$ cat src/rtl/infix_to_postfix_converter_macros.svh
// Assertion macros shared by the converter RTL.
`ifndef INFIX_TO_POSTFIX_CONVERTER_MACROS_SVH
`define INFIX_TO_POSTFIX_CONVERTER_MACROS_SVH

// Consequent must hold in the same cycle as the antecedent.
`define IFP_ASSERT_SAME(lbl, ante, cons, msg) \
  lbl: assert property (@(posedge clk) disable iff (rst) (ante) |-> (cons)) \
    else $error(msg);

// Consequent must hold in the cycle after the antecedent.
`define IFP_ASSERT_NEXT(lbl, ante, cons, msg) \
  lbl: assert property (@(posedge clk) disable iff (rst) (ante) |=> (cons)) \
    else $error(msg);

`endif

$ cat src/rtl/ifp_pkg.sv
// Shared types, constants and operator tables of the infix to postfix converter.
package ifp_pkg;

  localparam int DEFAULT_STACK_DEPTH = 32;

  localparam logic [7:0] CH_OPEN  = 8'h28;
  localparam logic [7:0] CH_CLOSE = 8'h29;
  localparam logic [7:0] CH_ADD   = 8'h2B;
  localparam logic [7:0] CH_SUB   = 8'h2D;
  localparam logic [7:0] CH_MUL   = 8'h2A;
  localparam logic [7:0] CH_DIV   = 8'h2F;
  localparam logic [7:0] CH_DIG0  = 8'h30;
  localparam logic [7:0] CH_DIG9  = 8'h39;
  localparam logic [7:0] CH_UPA   = 8'h41;
  localparam logic [7:0] CH_UPZ   = 8'h5A;
  localparam logic [7:0] CH_LOWA  = 8'h61;
  localparam logic [7:0] CH_LOWZ  = 8'h7A;
  localparam logic [7:0] CH_SPACE = 8'h20;
  localparam logic [7:0] CH_TAB   = 8'h09;
  localparam logic [7:0] CH_CR    = 8'h0D;
  localparam logic [7:0] CASE_OFFSET = 8'h20;

  localparam int OP_CODE_W = 3;

  typedef enum logic [OP_CODE_W-1:0] {
    OP_NONE = 3'd0,
    OP_OPEN = 3'd1,
    OP_ADD  = 3'd2,
    OP_SUB  = 3'd3,
    OP_MUL  = 3'd4,
    OP_DIV  = 3'd5
  } op_code_t;

  typedef enum logic [1:0] {
    ERR_NONE      = 2'd0,
    ERR_OVERFLOW  = 2'd1,
    ERR_UNMATCHED = 2'd2,
    ERR_INVALID   = 2'd3
  } err_t;

  typedef struct packed {
    logic [7:0] in_symbol;
    logic       end_of_expression;
  } in_item_t;

  typedef struct packed {
    logic [7:0] out_symbol;
    logic       has_symbol;
    logic       last_of_run;
    logic [1:0] error_code;
  } out_item_t;

  function automatic logic [7:0] op_char(input op_code_t code);
    logic [7:0] ch;
    unique case (code)
      OP_OPEN: ch = CH_OPEN;
      OP_ADD:  ch = CH_ADD;
      OP_SUB:  ch = CH_SUB;
      OP_MUL:  ch = CH_MUL;
      OP_DIV:  ch = CH_DIV;
      default: ch = 8'h00;
    endcase
    return ch;
  endfunction

  // '(' has the lowest real priority so it stops every pop.
  function automatic logic [1:0] op_prio(input op_code_t code);
    logic [1:0] p;
    unique case (code)
      OP_OPEN:        p = 2'd1;
      OP_ADD, OP_SUB: p = 2'd2;
      OP_MUL, OP_DIV: p = 2'd3;
      default:        p = 2'd0;
    endcase
    return p;
  endfunction

endpackage

$ cat src/rtl/ifp_ram.sv
// Generic single write port, single read port RAM with registered read data.
module ifp_ram #(
  parameter int WIDTH = 8,
  parameter int DEPTH = 32
) (
  input  logic                     clk,
  input  logic                     wr_en,
  input  logic [$clog2(DEPTH)-1:0] wr_addr,
  input  logic [WIDTH-1:0]         wr_data,
  input  logic                     rd_en,
  input  logic [$clog2(DEPTH)-1:0] rd_addr,
  output logic [WIDTH-1:0]         rd_data
);

  logic [WIDTH-1:0] mem [DEPTH];

  always_ff @(posedge clk) begin
    if (wr_en) begin
      mem[wr_addr] <= wr_data;
    end
    if (rd_en) begin
      rd_data <= mem[rd_addr];
    end
  end

endmodule

$ cat src/rtl/infix_to_postfix_converter.sv
// Shunting-yard infix to postfix converter with the operator stack in RAM.
// A new item is taken only in idle, so the input stalls while an item is worked on. An operator
// or ')' on a non-empty stack pops by a RAM read, then compare and emit, per operator popped.
// The end mark flushes every stacked entry by the same read and emit, dropping an unclosed '(';
// the last result of an item is held until the item ends.
// Synchronous reset clears count and valids, not RAM.
module infix_to_postfix_converter
  #(
    parameter int STACK_DEPTH = ifp_pkg::DEFAULT_STACK_DEPTH
  ) (
    input  logic               clk,
    input  logic               rst,
    input  logic               in_valid,
    output logic               in_stall,
    input  ifp_pkg::in_item_t  in_data,
    output logic               out_valid,
    input  logic               out_stall,
    output ifp_pkg::out_item_t out_data
  );

  import ifp_pkg::*;

  `include "infix_to_postfix_converter_macros.svh"

  localparam int AW = $clog2(STACK_DEPTH);
  localparam int CW = $clog2(STACK_DEPTH + 1);

  typedef enum logic [2:0] {
    ST_IDLE,
    ST_EVAL,
    ST_POP,
    ST_FLUSH,
    ST_FLUSH_EVAL,
    ST_FINISH
  } state_t;

  state_t    state, state_next;
  logic [CW-1:0] count, count_next;
  logic [CW-1:0] count_dec;
  out_item_t hold, hold_next;
  logic      hold_valid, hold_valid_next;
  out_item_t out_next;
  logic      out_valid_next;

  logic      end_r;
  logic      close_r;
  op_code_t  code_r;

  logic          wr_en, rd_en;
  logic [AW-1:0] wr_addr, rd_addr;
  logic [OP_CODE_W-1:0] wr_data, rd_data;
  op_code_t      top;

  logic      in_accept;
  logic [7:0] sym;
  logic      is_space, is_operand, is_open, is_close;
  op_code_t  in_code;
  logic      full, empty, out_free, can_emit;
  logic      emit;
  out_item_t emit_item;
  state_t    done_in, done_r;

  ifp_ram #(
    .WIDTH(OP_CODE_W),
    .DEPTH(STACK_DEPTH)
  ) u_stack (
    .clk    (clk),
    .wr_en  (wr_en),
    .wr_addr(wr_addr),
    .wr_data(wr_data),
    .rd_en  (rd_en),
    .rd_addr(rd_addr),
    .rd_data(rd_data)
  );

  assign in_stall  = (state != ST_IDLE);
  assign in_accept = in_valid && !in_stall;
  assign top       = op_code_t'(rd_data);
  assign count_dec = count - CW'(1);
  assign full      = (count == CW'(STACK_DEPTH));
  assign empty     = (count == '0);
  assign out_free  = !out_valid || !out_stall;
  assign can_emit  = !hold_valid || out_free;
  assign done_in   = in_data.end_of_expression ? ST_FLUSH : ST_FINISH;
  assign done_r    = end_r ? ST_FLUSH : ST_FINISH;

  // Character classification after folding lower case to upper case.
  always_comb begin
    sym = in_data.in_symbol;
    if (sym >= CH_LOWA && sym <= CH_LOWZ) begin
      sym = sym - CASE_OFFSET;
    end
    is_space   = (sym == CH_SPACE) || (sym >= CH_TAB && sym <= CH_CR);
    is_operand = (sym >= CH_DIG0 && sym <= CH_DIG9) || (sym >= CH_UPA && sym <= CH_UPZ);
    is_open    = (sym == CH_OPEN);
    is_close   = (sym == CH_CLOSE);
    unique case (sym)
      CH_ADD:  in_code = OP_ADD;
      CH_SUB:  in_code = OP_SUB;
      CH_MUL:  in_code = OP_MUL;
      CH_DIV:  in_code = OP_DIV;
      default: in_code = OP_NONE;
    endcase
  end

  always_comb begin
    state_next      = state;
    count_next      = count;
    hold_next       = hold;
    hold_valid_next = hold_valid;
    out_next        = out_data;
    out_valid_next  = out_valid && out_stall;
    rd_en           = 1'b0;
    rd_addr         = count_dec[AW-1:0];
    wr_en           = 1'b0;
    wr_addr         = count[AW-1:0];
    wr_data         = code_r;
    emit            = 1'b0;
    emit_item       = '0;

    unique case (state)
      ST_IDLE: begin
        if (in_accept) begin
          if (is_space) begin
            state_next = in_data.end_of_expression ? ST_FLUSH : ST_IDLE;
          end else if (is_operand) begin
            emit       = 1'b1;
            emit_item  = '{out_symbol: sym, has_symbol: 1'b1, last_of_run: 1'b0,
                           error_code: ERR_NONE};
            state_next = done_in;
          end else if (is_open) begin
            if (full) begin
              emit      = 1'b1;
              emit_item.error_code = ERR_OVERFLOW;
            end else begin
              wr_en      = 1'b1;
              wr_data    = OP_OPEN;
              count_next = count + CW'(1);
            end
            state_next = done_in;
          end else if (is_close || in_code != OP_NONE) begin
            if (!empty) begin
              rd_en      = 1'b1;
              state_next = ST_EVAL;
            end else if (is_close) begin
              emit       = 1'b1;
              emit_item.error_code = ERR_UNMATCHED;
              state_next = done_in;
            end else begin
              wr_en      = 1'b1;
              wr_data    = in_code;
              count_next = count + CW'(1);
              state_next = done_in;
            end
          end else begin
            emit       = 1'b1;
            emit_item.error_code = ERR_INVALID;
            state_next = done_in;
          end
        end
      end

      ST_EVAL: begin
        if (close_r && top == OP_OPEN) begin
          count_next = count_dec;
          state_next = done_r;
        end else if (!close_r && op_prio(top) < op_prio(code_r)) begin
          if (!full) begin
            wr_en      = 1'b1;
            count_next = count + CW'(1);
            state_next = done_r;
          end else if (can_emit) begin
            emit       = 1'b1;
            emit_item.error_code = ERR_OVERFLOW;
            state_next = done_r;
          end
        end else if (can_emit) begin
          emit       = 1'b1;
          emit_item  = '{out_symbol: op_char(top), has_symbol: 1'b1, last_of_run: 1'b0,
                         error_code: ERR_NONE};
          count_next = count_dec;
          state_next = ST_POP;
        end
      end

      ST_POP: begin
        if (!empty) begin
          rd_en      = 1'b1;
          state_next = ST_EVAL;
        end else if (!close_r) begin
          // An empty stack always has room for the operator.
          wr_en      = 1'b1;
          count_next = count + CW'(1);
          state_next = done_r;
        end else if (can_emit) begin
          emit       = 1'b1;
          emit_item.error_code = ERR_UNMATCHED;
          state_next = done_r;
        end
      end

      ST_FLUSH: begin
        if (empty) begin
          state_next = ST_FINISH;
        end else begin
          rd_en      = 1'b1;
          state_next = ST_FLUSH_EVAL;
        end
      end

      ST_FLUSH_EVAL: begin
        // An unclosed '(' is dropped without a result.
        if (top == OP_OPEN) begin
          count_next = count_dec;
          state_next = ST_FLUSH;
        end else if (can_emit) begin
          emit       = 1'b1;
          emit_item  = '{out_symbol: op_char(top), has_symbol: 1'b1, last_of_run: 1'b0,
                         error_code: ERR_NONE};
          count_next = count_dec;
          state_next = ST_FLUSH;
        end
      end

      ST_FINISH: begin
        // The held result is the final one of the item, so it can now be marked.
        if (hold_valid) begin
          if (out_free) begin
            out_next             = hold;
            out_next.last_of_run = end_r;
            out_valid_next       = 1'b1;
            hold_valid_next      = 1'b0;
            state_next           = ST_IDLE;
          end
        end else if (end_r) begin
          if (out_free) begin
            out_next             = '0;
            out_next.last_of_run = 1'b1;
            out_valid_next       = 1'b1;
            state_next           = ST_IDLE;
          end
        end else begin
          state_next = ST_IDLE;
        end
      end

      default: state_next = ST_IDLE;
    endcase

    // A new result pushes the previously held one into the output register.
    if (emit) begin
      if (hold_valid) begin
        out_next       = hold;
        out_valid_next = 1'b1;
      end
      hold_next       = emit_item;
      hold_valid_next = 1'b1;
    end
  end

  always_ff @(posedge clk) begin
    if (rst) begin
      state      <= ST_IDLE;
      count      <= '0;
      hold_valid <= 1'b0;
      out_valid  <= 1'b0;
    end else begin
      state      <= state_next;
      count      <= count_next;
      hold_valid <= hold_valid_next;
      out_valid  <= out_valid_next;
    end
    hold     <= hold_next;
    out_data <= out_next;
    if (in_accept) begin
      end_r   <= in_data.end_of_expression;
      close_r <= is_close;
      code_r  <= in_code;
    end
  end

  `IFP_ASSERT_SAME(a_count_bound, 1'b1, count <= CW'(STACK_DEPTH), "stack count past depth")
  `IFP_ASSERT_SAME(a_idle_no_hold, state == ST_IDLE, !hold_valid, "result held while idle")
  `IFP_ASSERT_NEXT(a_operand_held, in_accept && is_operand, hold_valid, "operand result lost")
  `IFP_ASSERT_SAME(a_error_no_symbol, out_valid && out_data.error_code != ERR_NONE,
                   !out_data.has_symbol, "error result carries a symbol")

endmodule

$ cat config.mk
export PLATFORM = sky130hd
export DESIGN_NAME = infix_to_postfix_converter
export DESIGN_NICKNAME = d
export VERILOG_FILES = /design/src/rtl/ifp_pkg.sv /design/src/rtl/ifp_ram.sv /design/src/rtl/infix_to_postfix_converter.sv
export VERILOG_INCLUDE_DIRS = /design/src /design/src/rtl
export SDC_FILE = /design/constraint.sdc
export NUM_CORES = 1
export LEC_CHECK = 0
export ABC_AREA = 1
export BUFFER_PORTS_ARGS = -buffer_cell sky130_fd_sc_hd__buf_2
export CORE_ASPECT_RATIO = 2
export CORE_UTILIZATION = 64
export DETAILED_ROUTE_END_ITERATION = 7
export PLACE_DENSITY = 0.8
export SYNTH_ARGS = -nofsm -noshare
export SYNTH_HDL_FRONTEND = slang
export SYNTH_SLANG_ARGS = --single-unit
$ cat constraint.sdc
create_clock -name clk -period 5.2 [get_ports clk]
set_input_delay 0.52 -clock clk [delete_from_list [all_inputs] [get_ports clk]]
set_output_delay 0.52 -clock clk [all_outputs]
set_load 0.005 [all_outputs]
==> flow_metrics.py, run 1 <==
metrics = {
    "run_status": {
        "status": "completed",
    },
    "critical_path": {
        "critPathCaptureType": "flop",
        "critPathLaunchType": "flop",
        "r2r_start": "count[1]",
        "path_buf_inv": 2,
        "reg2reg_slack_ns": 1.78,
        "path_delay_family": "simple AND/OR/NAND/NOR gates",
        "slowest_stage": "nand2_1",
        "worst_ep_arrival_time_ns": 3.50,
        "worstPathRequired_ns": 5.28,
        "critPathMaxFanout": 32,
        "crit_path_max_incr_delay_ns": 0.76,
        "worstSetupPathType": "reg -> reg",
        "crit_chain": "inv_1, ha_1, nand3_1, nor2_1, nand3_1, inv_1, nor2_2, nand2_4, nand2_1, nand2_1",
        "startpoint": "count[1]",
    },
    "route": {
        "routed_wl_um": 19600,
        "num_vias": 6090,
        "route.detailed.drc": 0,
        "post_drt_wl_per_cell_um": 20.0,
        "drtPass1Iterations": 5,
        "ant_nets": 0,
        "viasPerCell": 6.21,
        "drt_iter0_drc": 504,
    },
    "clock_tree": {
        "clk_latency_ns": 0.43,
        "cts-buffers-inserted": 17,
        "post_cts_buffers": 0,
        "cts_tree": "yes",
        "cts_max_level": 4,
        "clock-sinks": 138,
        "cts_buffer_depth": 2,
        "cts-root-buf": "clkbuf_16",
        "ctsResizeCount": 0,
        "path_clk_slew_ns": 0.06,
        "cts_hold_buf": 0,
    },
    "global_route": {
        "grt_first_pass_wirelength_um": 30400,
        "antenna_found_initial": 0,
        "grt_pass1_vias": 6212,
        "grt_overflow": 0,
        "gr-usage-all-layers_pct": 34.6,
        "grt_max_degree": 55,
    },
    "synthesis": {
        "synth_top_flop_cell": "edfxtp_1",
        "ys_warn_count": 0,
        "yosysMostFrequentCell": "nor2_1",
        "synth_area_sq_um": 7300,
        "synthTopCellsByCount": "nor2_1 (144), edfxtp_1 (115), nand2_1 (114)",
        "synth_seq_cells": 138,
        "async_reset_ff_share_pct": 0,
        "synth_cell_types": 48,
        "yosys.area.top_type": "edfxtp_1",
        "syn_inst": 803,
        "seq_area_frac_synth_pct": 53.6,
        "syn-num-nets": 824,
        "synth-edff-count": 115,
        "yosysTopAreaCellShare_pct": 47.3,
        "syn_area_per_cell_sq_um": 9.09,
        "synth_area_leaders": "edfxtp_1 (47%), nor2_1 (7.4%), o21ai_0 (7.3%), dfxtp_1 (6.3%), nand2_1 (5.9%)",
    },
    "layout": {
        "syn_to_final_growth_pct": 10.7,
        "final_area_sq_um": 8080,
        "n_fill_cell": 788,
        "layout.nets": 849,
        "antenna_cells": 0,
        "final_layout_size_suffix_gt1_share_pct": 15.0,
        "finalNonFillerCells": 980,
    },
    "place": {
        "place_ws_ns": 1.81,
        "dp.cells": 949,
        "place_congestion": 0.963,
        "placed_area_sq_um": 7520,
        "dp_hpwl_um": 13900,
        "io_buffers": 26,
    },
    "floorplan": {
        "core-area_sq_um": 11000,
        "pin_count": 27,
        "die_w_um": 77.5,
        "initial_utilization_pct": 66.2,
        "die_y_um": 153,
        "rows": 54,
        "die_area_sq_um": 11900,
    },
    "power": {
        "intPower_uw": 2770,
        "combinationalPowerShare_pct": 44.4,
        "switching_power_uw": 2180,
        "cellLeakagePower_uw": 0.00318,
        "seqPwrFrac_pct": 32.0,
        "p_per_area_nw_per_um2": 613,
        "ir_worst_vdd_uv": 431,
        "p_clk_share_pct": 23.6,
        "switching_share_pct": 44.0,
    },
    "timing": {
        "setup_slack_ns": 1.78,
        "hold_viol": 0,
        "post-route-period-util_pct": 65.7,
        "slew_violations": 0,
        "clock-skew-final_ns": 0.00855,
        "tns_ns": 0,
        "worstMarginPinSlew_ns": 1.05,
        "min_period_ns": 3.42,
        "rsz0062_at_grt": "no",
        "max_freq_mhz": 293,
        "setup_viol": 0,
        "timing.slew.headroom_pct": 29.5,
    },
    "hold_path": {
        "min_from": "in_data[0]",
        "min_path_type": "in -> reg",
    },
    "flow_run": {
        "cap_violations": 0,
    },
}
[power groups by stage]
stage	Clock [uW]	Sequential, uW	Combinational, uW
3_3_place_gp	0	1600	2090
3_5_place_dp	0	1600	2150
2_1_floorplan	0	1550	1610
4_1_cts	1170	1580	2160
6_report	1170	1590	2200
5_1_grt	1210	1600	2410
[through the flow]
step | hold slack (ns) | total power (uW) | utilization (%)
after global placement | 0.494 | 3690 | 68.3
after detailed placement | 0.502 | 3750 | 68.3
final | 0.302 | 4950 | 73.3
after global routing | 0.304 | 5220 | 73.3
after floorplan | 0.465 | 3160 | -
after CTS | 0.296 | 4910 | 73.3
[final cells by class]
class	instances	area [sq um]	area share [%]
clock inverter	14	134	1.66
sequential	138	3910	48.5
inverter	76	285	3.53
timing repair buffer	32	175	2.17
tap	140	175	2.17
multi-input combinational	563	2970	36.7
clock buffer	17	425	5.27
[cell families (layout without fill, tap and decap cells)]
logic type / count (synthesis) / count (layout) / synth area share, %
simple gates: 349 / 349 / 22.2
xor+xnor: 8 / 8 / 0.960
fa+ha+maj: 8 / 8 / 1.37
compound gates: 197 / 197 / 16.0
other cells: 1 / 1 / 0.0514
flops: 138 / 138 / 53.6
buf+inv: 102 / 139 / 5.73
[metal layers]
layer	up-vias	track usage [%]	routed length (um)
met1	2875	31.0	6310
met3	92	6.27	929
met5	-	0	0
met4	0	25.6	1270
met2	286	66.0	11100
li1	2837	-	-
[path summary, 6_finish.rpt]
kind / to / cells past startpoint
max: u_stack.mem[22][2] / 10
min: end_r / 1
max reg2reg: u_stack.mem[22][2] / 10
min reg2reg: out_data[1] / 2
[flip-flops by register name, summed over array words and instances, names as in the netlist, 3 cells and up]
name and cells:
u_stack.mem 96, out_data 12, hold 11, count 6, code_r 3, state 3
u_stack.rd_data 3
[cell usage in the layout (no fill, tap or decap), drive strengths merged, types with 3 or more instances in the layout]
master | netlist | layout
nor2 | 152 | 152
nand2 | 141 | 141
o21ai | 119 | 119
edfxtp | 115 | 115
inv | 76 | 83
nand3 | 41 | 41
buf | 9 | 32
a21oi | 25 | 25
dfxtp | 23 | 23
clkbuf | 16 | 17
o221ai | 16 | 16
o22ai | 13 | 13
ha | 8 | 8
o211ai | 6 | 6
xor2 | 6 | 6
nor3 | 5 | 5
o31ai | 4 | 4
a31oi | 4 | 4
nand4 | 4 | 4
clkinv | 0 | 4
a22oi | 3 | 3
(Power assumes the default switching activity.)
==> inputs of run 2 (changes only) <==
--- a/config.mk
+++ b/config.mk
@@ -9,9 +9,9 @@
 export ABC_AREA = 1
 export BUFFER_PORTS_ARGS = -buffer_cell sky130_fd_sc_hd__buf_2
 export CORE_ASPECT_RATIO = 2
-export CORE_UTILIZATION = 64
+export CORE_UTILIZATION = 62
 export DETAILED_ROUTE_END_ITERATION = 7
-export PLACE_DENSITY = 0.8
+export PLACE_DENSITY = 0.78
 export SYNTH_ARGS = -nofsm -noshare
 export SYNTH_HDL_FRONTEND = slang
 export SYNTH_SLANG_ARGS = --single-unit
==> constraint.sdc (replaced) <==
create_clock -name clk -period 3.2 [get_ports clk]
set_input_delay 0.32 -clock clk [delete_from_list [all_inputs] [get_ports clk]]
set_output_delay 0.32 -clock clk [all_outputs]
set_load 0.005 [all_outputs]
==> run 2 against run 1 <==
Compared with the run above: sequential power up 58%; die area up 3.2%; non-clock buffer count up 13; fmax grew 16%; clock power grew 74%.
==> flow_metrics.py, run 2 (synthesis gave the netlist of run 1 again) <==
metrics = {
    "flow_run": {
        "cap_violations": 0,
    },
    "power": {
        "cellLeakagePower_uw": 0.00328,
        "p_per_area_nw_per_um2": 1010,
        "ir_worst_vdd_uv": 729,
    },
    "layout": {
        "n_fill_cell": 829,
        "final_cell_mix": "nor2_1 (144), edfxtp_1 (115), nand2_1 (114)",
        "syn_to_final_growth_pct": 12.9,
        "antenna_cells": 0,
        "final_area_sq_um": 8240,
        "final_common_cell": "nor2_1",
        "reg_top3": "u_stack.mem (96), out_data (12), hold (11)",
        "final_layout_size_suffix_gt1_share_pct": 16.6,
        "regArea_sq_um": 3910,
        "utilization_pct": 72.6,
        "multi_input_area_sq_um": 2970,
        "top_register": "u_stack.mem",
        "largest_reg_flops": 96,
        "layout.nets": 862,
    },
    "clock_tree": {
        "cts_tree": "yes",
        "path_clk_slew_ns": 0.07,
        "clk_latency_ns": 0.43,
        "cts_buffer_depth": 2,
        "post_cts_buffers": 0,
        "cts_max_level": 4,
        "cts-buffers-inserted": 17,
        "cts_hold_buf": 0,
        "cts-root-buf": "clkbuf_16",
        "ctsResizeCount": 0,
        "clock-sinks": 138,
    },
    "timing": {
        "min_period_ns": 2.95,
        "setup_viol": 0,
        "post-route-period-util_pct": 92.2,
        "rsz0062_at_grt": "no",
        "timing.slew.headroom_pct": 41.3,
        "tns_ns": 0,
        "hold_ws_ns": 0.108,
        "slew_violations": 0,
        "max_freq_mhz": 339,
        "setup_slack_ns": 0.249,
        "clock-skew-final_ns": 0.0121,
        "worstMarginPinSlew_ns": 0.873,
        "hold_viol": 0,
    },
    "route": {
        "post_drt_wl_per_cell_um": 19.7,
        "drt_iter0_drc": 455,
        "ant_nets": 0,
        "num_vias": 6067,
        "routed_wl_um": 19700,
        "drtPass1Iterations": 7,
        "viasPerCell": 6.09,
        "route.detailed.drc": 0,
    },
    "floorplan": {
        "initial_utilization_pct": 64.3,
        "rows": 55,
        "die_y_um": 155,
        "core-area_sq_um": 11400,
        "pin_count": 27,
        "die_w_um": 78.7,
        "die_area_sq_um": 12200,
    },
    "critical_path": {
        "critPathLaunchType": "flop",
        "worst_ep_arrival_time_ns": 3.32,
        "reg2reg_depth": 14,
        "worstPathRequired_ns": 3.56,
        "worstSetupPathType": "reg -> reg",
        "critPathCaptureType": "flop",
        "r2r-end": "out_data[1]",
        "startpoint": "u_stack.rd_data[1]",
        "reg2reg_slack_ns": 0.25,
        "r2r_start": "u_stack.rd_data[1]",
        "critPathMaxFanout": 33,
        "endpoint": "out_data[1]",
    },
    "global_route": {
        "grt_overflow": 0,
        "antenna_found_initial": 0,
        "gr-usage-all-layers_pct": 34.2,
        "grt_max_degree": 55,
        "grt_pass1_vias": 6160,
        "grt_first_pass_wirelength_um": 30600,
    },
    "place": {
        "io_buffers": 26,
        "place_ws_ns": 0.398,
        "dp_hpwl_um": 14300,
        "place_congestion": 0.933,
        "placed_area_sq_um": 7620,
    },
    "hold_path": {
        "min_path_type": "in -> reg",
    },
    "run_status": {
        "status": "completed",
    },
}
run 2: changes by cell type in the layout (fill, tap and decap cells not counted):
cell / delta
buf_4: +13
inv_8: +5
clkinv_8: +4
inv_6: -4
clkinv_1: -2
clkinv_4: -1
clkinvlp_4: -1
run 2: per-layer routing:
| layer | track usage (%) | up-vias | share of wire [%] |
|---|---|---|---|
| met4 | 24.1 | 0 | 6.9 |
| met1 | 31.6 | 2852 | 32 |
| met2 | 65.0 | 263 | 56 |
| met3 | 5.75 | 90 | 4.8 |
| met5 | 0 | - | 0 |
| li1 | - | 2862 | - |
run 2: worst min path at each step:
| stage | start | endpoint | slack [ns] | depth (start not counted) |
|---|---|---|---|---|
| after global placement | state[0] | state[0] | 0.50 | 2 |
| after floorplan | rst | out_valid | 0.39 | 1 |
| final | rst | out_valid | 0.11 | 2 |
| after CTS | rst | out_valid | 0.12 | 2 |
| after detailed placement | hold[1] | out_data[1] | 0.51 | 2 |
| after global routing | rst | state[2] | 0.12 | 2 |
run 2: stage by stage:
step / total power (uW) / std cells
after floorplan: 5140 / 803
final: 8340 / 996
after CTS: 8280 / 996
after detailed placement: 6250 / 964
after global routing: 8770 / 996
after global placement: 6150 / 964
run 2: layout make-up:
| type | instances | area share (%) |
|---|---|---|
| Tap cell | 142 | 2.16 |
| Inverter | 76 | 3.46 |
| Clock inverter | 15 | 2.38 |
| Sequential cell | 138 | 47.5 |
| Clock buffer | 17 | 5.16 |
| Multi-Input combinational cell | 563 | 36.0 |
| Timing Repair Buffer | 45 | 3.31 |
run 2: critical path, stage by stage (launching register included):
cell and delay, ns:
edfxtp_1 0.38, inv_1 0.11, ha_1 0.35, inv_1 0.07, a21oi_1 0.19, o211ai_1 0.13
nand2_1 0.08, nand2_1 0.13, a21oi_1 0.33, nor2_1 0.14, nor3b_2 0.27, nand2_4 0.31
nand2_1 0.26, nand2_1 0.08, nand2_1 0.06
run 2: power breakdown:
group | switching, uW | internal, uW
clock network | 900 | 1130
registers | 152 | 2360
logic | 2660 | 1140
==> inputs of run 3 (changes only) <==
--- a/config.mk
+++ b/config.mk
@@ -8,10 +8,13 @@
 export LEC_CHECK = 0
 export ABC_AREA = 1
 export BUFFER_PORTS_ARGS = -buffer_cell sky130_fd_sc_hd__buf_2
+export CELL_PAD_IN_SITES_DETAIL_PLACEMENT = 1
+export CELL_PAD_IN_SITES_GLOBAL_PLACEMENT = 1
 export CORE_ASPECT_RATIO = 2
-export CORE_UTILIZATION = 62
+export CORE_UTILIZATION = 48
 export DETAILED_ROUTE_END_ITERATION = 7
-export PLACE_DENSITY = 0.78
+export GPL_ROUTABILITY_DRIVEN = 1
+export PLACE_DENSITY = 0.77
 export SYNTH_ARGS = -nofsm -noshare
 export SYNTH_HDL_FRONTEND = slang
 export SYNTH_SLANG_ARGS = --single-unit
==> run 3 against run 2 <==
Compared with the run above: power grew 1.9%; register-to-register slack improved by 0.08 ns; hold slack worse by 0.00072 ns; clock skew is essentially flat.
==> flow_metrics.py, run 3 (synthesis gave the netlist of run 1 again) <==
metrics = {
    "run_status": {
        "status": "completed",
    },
    "critical_path": {
        "worstPathRequired_ns": 3.30,
        "critPathMaxFanout": 8,
        "critPathCaptureType": "flop",
        "worstSetupPathType": "reg -> reg",
        "worst_ep_arrival_time_ns": 2.97,
        "critPathLaunchType": "flop",
    },
    "floorplan": {
        "die_w_um": 89.2,
        "initial_utilization_pct": 49.2,
        "core-area_sq_um": 14800,
        "die_area_sq_um": 15700,
        "pin_count": 27,
        "rows": 63,
        "die_y_um": 176,
    },
    "timing": {
        "min_period_ns": 2.87,
        "setup_viol": 0,
        "slew_violations": 0,
        "max_freq_mhz": 348,
        "tns_ns": 0,
        "post-route-period-util_pct": 89.8,
        "rsz0062_at_grt": "no",
        "timing.slew.headroom_pct": 46.1,
        "setup_slack_ns": 0.328,
        "worstMarginPinSlew_ns": 0.802,
        "clock-skew-final_ns": 0.0126,
        "hold_viol": 0,
    },
    "route": {
        "ant_nets": 0,
        "post_drt_wl_per_cell_um": 20.9,
        "num_vias": 6068,
        "drtPass1Iterations": 4,
        "routed_wl_um": 22000,
        "drt_iter0_drc": 250,
        "viasPerCell": 5.77,
        "route.detailed.drc": 0,
    },
    "layout": {
        "antenna_cells": 0,
        "final_cell_mix": "nor2_1 (144), edfxtp_1 (115), nand2_1 (114)",
        "final_common_cell": "nor2_1",
        "reg_top3": "u_stack.mem (96), out_data (12), hold (11)",
        "layout.nets": 864,
        "largest_reg_flops": 96,
        "utilization_pct": 56.2,
        "syn_to_final_growth_pct": 14.2,
        "final_layout_size_suffix_gt1_share_pct": 16.8,
        "top_register": "u_stack.mem",
    },
    "place": {
        "dp_hpwl_um": 16300,
        "io_buffers": 26,
        "place_ws_ns": 0.346,
        "place_congestion": 0.908,
    },
    "global_route": {
        "grt_pass1_vias": 6680,
        "gr-usage-all-layers_pct": 30.3,
        "grt_first_pass_wirelength_um": 34300,
        "grt_max_degree": 55,
        "antenna_found_initial": 0,
        "grt_overflow": 0,
    },
    "clock_tree": {
        "post_cts_buffers": 0,
        "clk_latency_ns": 0.44,
        "cts_buffer_depth": 2,
        "cts_max_level": 4,
        "clock-sinks": 138,
        "path_clk_slew_ns": 0.07,
        "cts-root-buf": "clkbuf_16",
        "cts_hold_buf": 0,
        "ctsResizeCount": 0,
        "cts-buffers-inserted": 17,
        "cts_tree": "yes",
    },
    "power": {
        "cellLeakagePower_uw": 0.00330,
        "ir_worst_vdd_uv": 734,
        "p_total_uw": 8500,
        "p_per_area_nw_per_um2": 1020,
    },
    "flow_run": {
        "cap_violations": 0,
    },
    "hold_path": {
        "min_path_type": "in -> reg",
    },
}
[run 3: routing by layer]
layer | track usage, % | wire length (um) | vias up
li1 | - | - | 2861
met1 | 26.5 | 7110 | 2971
met2 | 59.5 | 13000 | 159
met3 | 5.38 | 723 | 77
met4 | 18.8 | 1230 | 0
met5 | 0 | 0 | -
[run 3: layout make-up]
cell class / count / area [sq um]
clock inverters: 15 / 209
flip-flops and latches: 138 / 3910
repair buffers: 47 / 288
multi-input cells: 563 / 2970
well taps: 195 / 244
inverters: 76 / 285
clock buffers: 17 / 425
fillers: 1764 / 6490
[run 3: final timing paths]
kind | slack [ns] | from | to | depth (start not counted)
worst max-delay path | 0.33 | count[1] | u_stack.mem[1][2] | 12
worst min-delay path | 0.11 | rst | state[1] | 2
worst max register to register | 0.33 | count[1] | u_stack.mem[1][2] | 12
worst min register to register | 0.53 | hold[0] | out_data[0] | 2
[run 3: worst max-delay path, cell delays in order, from the launching register on]
cell	delay, ns
dfxtp_1	0.36
inv_1	0.13
ha_1	0.32
nand3_1	0.22
nor2_4	0.19
inv_1	0.16
nor2_1	0.18
inv_1	0.08
o32ai_1	0.14
inv_1	0.17
nand2_8	0.15
nand2_4	0.13
nor2_1	0.29
[run 3: stage by stage]
step / cell area (sq um) / hold WS (ns) / cells
floorplan: 7300 / 0.389 / 803
global placement: 7700 / 0.491 / 1019
detailed placement: 7700 / 0.521 / 1019
CTS: 8330 / 0.0970 / 1051
global route: 8330 / 0.110 / 1051
finish: 8330 / 0.108 / 1051
[run 3: power by group]
group | switching, uW | total [uW] | internal (uW) | leakage [uW]
logic | 2730 | 3870 | 1140 | 0.00175
registers | 147 | 2510 | 2360 | 0.00124
clock network | 856 | 2110 | 1260 | 0.000307
